$ cat src/rtl/cemf_pkg.sv
`default_nettype none
// ----------------------------------------------------------------------------
// cemf_pkg
// Types and fixed widths shared by the corner E3 stencil controller and
// datapath.
// ----------------------------------------------------------------------------
package cemf_pkg;

   localparam int DATA_W     = 32;   // Q16.16 field width
   localparam int WEIGHT_W   = 17;   // Q1.16 weight, 65536 is one
   localparam int ROW_W      = 11;   // row_width register width

   localparam logic [WEIGHT_W-1:0] WEIGHT_ONE      = 17'd65536;
   localparam logic [ROW_W-1:0]    ROW_WIDTH_RESET = 11'd1024;

   // intermediate widths of the corner sum
   localparam int CENTRE_W = 66;    // vx*b2 - vy*b1 + half, exact
   localparam int P_W      = 36;    // weight difference without centred term
   localparam int D_W      = 37;    // full weight difference
   localparam int Q_W      = 37;    // unit-weight sum without centred term
   localparam int B_W      = 38;    // full unit-weight sum
   localparam int PROD_W   = 55;    // weight times difference
   localparam int ACC_W    = 58;    // corner accumulator

   typedef enum logic [2:0] {
      ST_IDLE,
      ST_MUL,
      ST_CENTRE,
      ST_WEIGHT,
      ST_FINISH
   } state_type;

   typedef struct packed {
      logic accept;     // capture an item and read the line buffer
      logic mul;        // form the two centred products
      logic centre;     // round and clamp the centred E3
      logic weight;     // weighted products, line and neighbour update
      logic out_load;   // load the corner result into the output register
   } dp_cmd_type;

   typedef struct packed {
      logic emit;       // current item yields a corner result
      logic out_full;   // output register holds an item not yet taken
   } dp_status_type;

endpackage
`default_nettype wire

$ cat src/rtl/cemf_ctrl.sv
`default_nettype none
// ----------------------------------------------------------------------------
// cemf_ctrl
// Sequencer for the corner E3 stencil: steps each item through product,
// centre, weight and finish, and gates the input and output handshakes.
// ----------------------------------------------------------------------------
module cemf_ctrl (
   input  wire logic                   clock,
   input  wire logic                   reset,
   input  wire logic                   req_valid,
   output logic                        req_ready,
   input  wire logic                   rsp_ready,
   input  wire cemf_pkg::dp_status_type status,
   output cemf_pkg::dp_cmd_type        cmd
);

   cemf_pkg::state_type state_ff, state_in;
   logic can_finish;

   // the finish step may proceed unless a result is due and the slot is blocked
   assign can_finish = !status.emit || !status.out_full || rsp_ready;

   always_ff @(posedge clock) begin
      if (reset) begin
         state_ff <= cemf_pkg::ST_IDLE;
      end else begin
         state_ff <= state_in;
      end
   end

   always_comb begin
      state_in = state_ff;
      case (state_ff)
         cemf_pkg::ST_IDLE: begin
            if (req_valid) state_in = cemf_pkg::ST_MUL;
         end
         cemf_pkg::ST_MUL:    state_in = cemf_pkg::ST_CENTRE;
         cemf_pkg::ST_CENTRE: state_in = cemf_pkg::ST_WEIGHT;
         cemf_pkg::ST_WEIGHT: state_in = cemf_pkg::ST_FINISH;
         cemf_pkg::ST_FINISH: begin
            if (can_finish) begin
               state_in = req_valid ? cemf_pkg::ST_MUL : cemf_pkg::ST_IDLE;
            end
         end
         default: state_in = cemf_pkg::ST_IDLE;
      endcase
   end

   always_comb begin
      req_ready = 1'b0;
      cmd       = '0;
      case (state_ff)
         cemf_pkg::ST_IDLE: begin
            req_ready  = 1'b1;
            cmd.accept = req_valid;
         end
         cemf_pkg::ST_MUL:    cmd.mul    = 1'b1;
         cemf_pkg::ST_CENTRE: cmd.centre = 1'b1;
         cemf_pkg::ST_WEIGHT: cmd.weight = 1'b1;
         cemf_pkg::ST_FINISH: begin
            req_ready    = can_finish;
            cmd.out_load = can_finish && status.emit;
            cmd.accept   = can_finish && req_valid;
         end
         default: begin
            req_ready = 1'b0;
         end
      endcase
   end

endmodule
`default_nettype wire

$ cat config.mk
export PLATFORM = sky130hd
export DESIGN_NAME = cemf_ctrl
export DESIGN_NICKNAME = d
export VERILOG_FILES = /design/src/rtl/cemf_pkg.sv /design/src/rtl/cemf_ctrl.sv
export SDC_FILE = /design/constraint.sdc
export NUM_CORES = 1
export LEC_CHECK = 0
export ABC_CLOCK_PERIOD_IN_PS = 2350
export BUFFER_PORTS_ARGS = -buffer_cell sky130_fd_sc_hd__buf_2
export CORE_AREA = 2 2 39 41
export DETAILED_ROUTE_END_ITERATION = 6
export DIE_AREA = 0 0 41 43
export GPL_TIMING_DRIVEN = 0
export PLACE_DENSITY = 0.32
export SLEW_MARGIN = 40
export SYNTH_ARGS = -nofsm -noshare
export SYNTH_HDL_FRONTEND = slang
export SYNTH_SLANG_ARGS = --single-unit
$ cat constraint.sdc
create_clock -name clock -period 2.35 [get_ports clock]
set_input_delay 0.235 -clock clock [delete_from_list [all_inputs] [get_ports clock]]
set_output_delay 0.235 -clock clock [all_outputs]
set_load 0.02 [all_outputs]
==> summary.txt <==
Clock tree
  – Clock buffer depth: 2
  – Hold-fix buffers, CTS: 0
  – CTS Buf Count: 3
  – Post-cts resize count: 0
  – Root Driver: clkbuf_4
  – Sink Count: 3
  – Clock latency on the worst-skew pair: 230 ps
  – CTS clk-pin slew, worst paths: 40 ps
  – CTS tree: yes
  – Post-CTS Setup Repair Bufs: 0
  – Htree depth: 1

Detailed routing
  – ANT nets after route: 0
  – WL/cell: 9.800 um
  – Vias post-DR: 212
  – Final WL: 490 um
  – Initial DRC Count: 0
  – Avg Vias per Cell: 4.240
  – Drt drc: 0
  – Pre-Repair DR Iteration Count: 1

Timing
  – Final setup fails: 0
  – Worst slew pin tran: 360.5 ps
  – Final setup TNS: 0 ps
  – Min cycle time layout: 1557 ps
  – Final worst slack: 793.1 ps
  – Unrepaired setup endpoints after global routing: false
  – Worst Skew: 1.120 ps
  – Max-slew violation count: 0
  – Slew margin rel.: 75.35%
  – Maximum achievable frequency: 0.6423 GHz
  – Hold Fails Final Rpt: 0
  – Tcrit/Tclk final: 66.25%

Global routing
  – Vias in the first global route: 197
  – Largest net degree at the start of global routing: 10
  – Met1 Use GR: 9.585%
  – Initial antenna violation count: 0
  – First-pass GRT wire length: 786 um
  – Grt total ovfl: 0
  – GRT Total Usage: 6.713%
  – Met2 GRT Util: 7.813%
  – Top Usage Layer GRT: met1
  – Met3 usage: 1.571%

Synth
  – Post-Syn Instances: 19
  – Syn avg cell area: 9.219 um^2
  – Mapped Nets: 25
  – Number of distinct library cells after synthesis: 13
  – Cell area after synthesis: 175.2 um^2
  – #FFs+latches synth: 3
  – YS warnings: 0
  – Post-synthesis sequential area ratio: 34.29%

Placed design
  – Gpl congestion: 0.5925
  – IO Port Bufs: 11
  – Dpl cells: 46
  – Pre-CTS WS: 1015 ps
  – Post-DP HPWL: 365.8 um

Floorplan
  – Std-Cell Rows: 14
  – IO Pins: 12
  – Die width: 41 um
  – Die Height: 43 um
  – Initial Util: 12.66%
  – Core region area: 1384 um^2
  – Die area: 1763 um^2

Critical path
  – WP data arrival: 1320 ps
  – CP bufs+invs: 1
  – CP Class: reg -> out
  – CP Cell Sequence: nand2_1 > a2111oi_0 > buf_2
  – CP max stage cell: dfxtp_1
  – Cell family with most CP delay: flip-flops
  – Crit path required time: 2120 ps
  – Crit Path Max Fanout: 6
  – Startpoint Class: flip-flop
  – Worst Setup End Kind: output pin
  – Crit path largest cell delay: 410 ps

Pwr
  – Max rail drop VDD: 0.0001633 V
  – Pleak: 0.1323 nW
  – PwrDens: 755.2 nW/um^2

Finish
  – Top reg by flops: state_ff
  – Layout Area Growth over Synthesis: 57.86%
  – FILL cells: 160
  – Commonest non-fill, non-tap cells in the layout: buf_2, clkbuf_4, dfxtp_1
  – Ant. Diodes: 0
  – Top flop regs: state_ff: 3 flops
  – Share of cells above drive strength 1: 44.12%
  – Final non-filler cell total: 50
  – Final core utilization: 19.98%
  – Most common cell after layout, fill and taps aside: buf_2
  – Fin nets: 41
  – Largest register FFs: 3
  – FF/Latch Area: 60.06 um^2
  – Multi-input logic area: 107.6 um^2

Job
  – Max-Cap Viols: 0

Worst hold path
  – Worst hold path type: in -> reg

Outcome
  – Status: finished, final reports clean
## power breakdown
| part | total, mW | internal (mW) | switching [mW] |
|---|---|---|---|
| clock network | 0.0893 | 0.0636 | 0.0257 |
| registers | 0.0680 | 0.0567 | 0.0114 |
| logic | 0.0515 | 0.0225 | 0.0290 |
## cells in the mapped netlist
master,instances,area (um^2)
a2111oi_0,1,8.760
a22o_1,1,8.760
and3b_2,1,10.01
and4b_1,1,10.01
dfxtp_1,3,60.06
inv_1,2,7.510
nand2_1,1,3.750
nor3_1,2,10.01
nor3b_1,2,15.01
nor4b_1,1,8.760
o21a_1,1,7.510
o21ai_1,1,5.000
or4b_1,2,20.02
## routing by layer
layer	part of all wire, %	up-vias
met5	0	-
met4	0	0
met3	12	0
met2	38	12
met1	49	93
li1	-	107
## cell families after synthesis
logic type / count (synthesis) / synth area share [%]
AOI/OAI and AO/OA: 4 / 17.14
buffers and inverters: 2 / 4.287
DFF: 3 / 34.29
and+or+nand+nor: 10 / 44.28
## layout make-up
cell class | count | share of cell area (%)
flip-flops and latches | 3 | 21.72
multi-input cells | 14 | 38.91
clock buffers | 4 | 9.502
repair buffers | 11 | 19.91
well taps | 16 | 7.240
inverters | 2 | 2.715
## through the flow
step	instance area, um^2	total power [mW]	hold slack (ps)
after floorplan	175.2	0.09876	397.9
final	276.5	0.2088	298.5
after global routing	276.5	0.2239	321.0
after global placement	250.2	0.1189	536.0
after detailed placement	250.2	0.1199	541.4
after CTS	276.5	0.2154	290.8
## worst reg2reg max path: cells and delay by family, from the launching register on
| kind | cells | cell delay [ps] |
|---|---|---|
| compound gates | 1 | 120 |
| flops | 1 | 370 |
| simple gates | 1 | 530 |
## path summary, 6_finish.rpt
kind / cells after the start / end / slack (ps) / start
hold reg to reg: 2 / state_ff[0]$_SDFFE_PP0P_ / 650 / state_ff[2]$_SDFFE_PP0P_
setup / recovery: 3 / cmd[0] / 790 / state_ff[2]$_SDFFE_PP0P_
hold / removal: 3 / state_ff[1]$_SDFFE_PP0P_ / 300 / reset
setup reg to reg: 2 / state_ff[0]$_SDFFE_PP0P_ / 1250 / state_ff[1]$_SDFFE_PP0P_
Note: power is estimated with default switching activity, not from simulation.
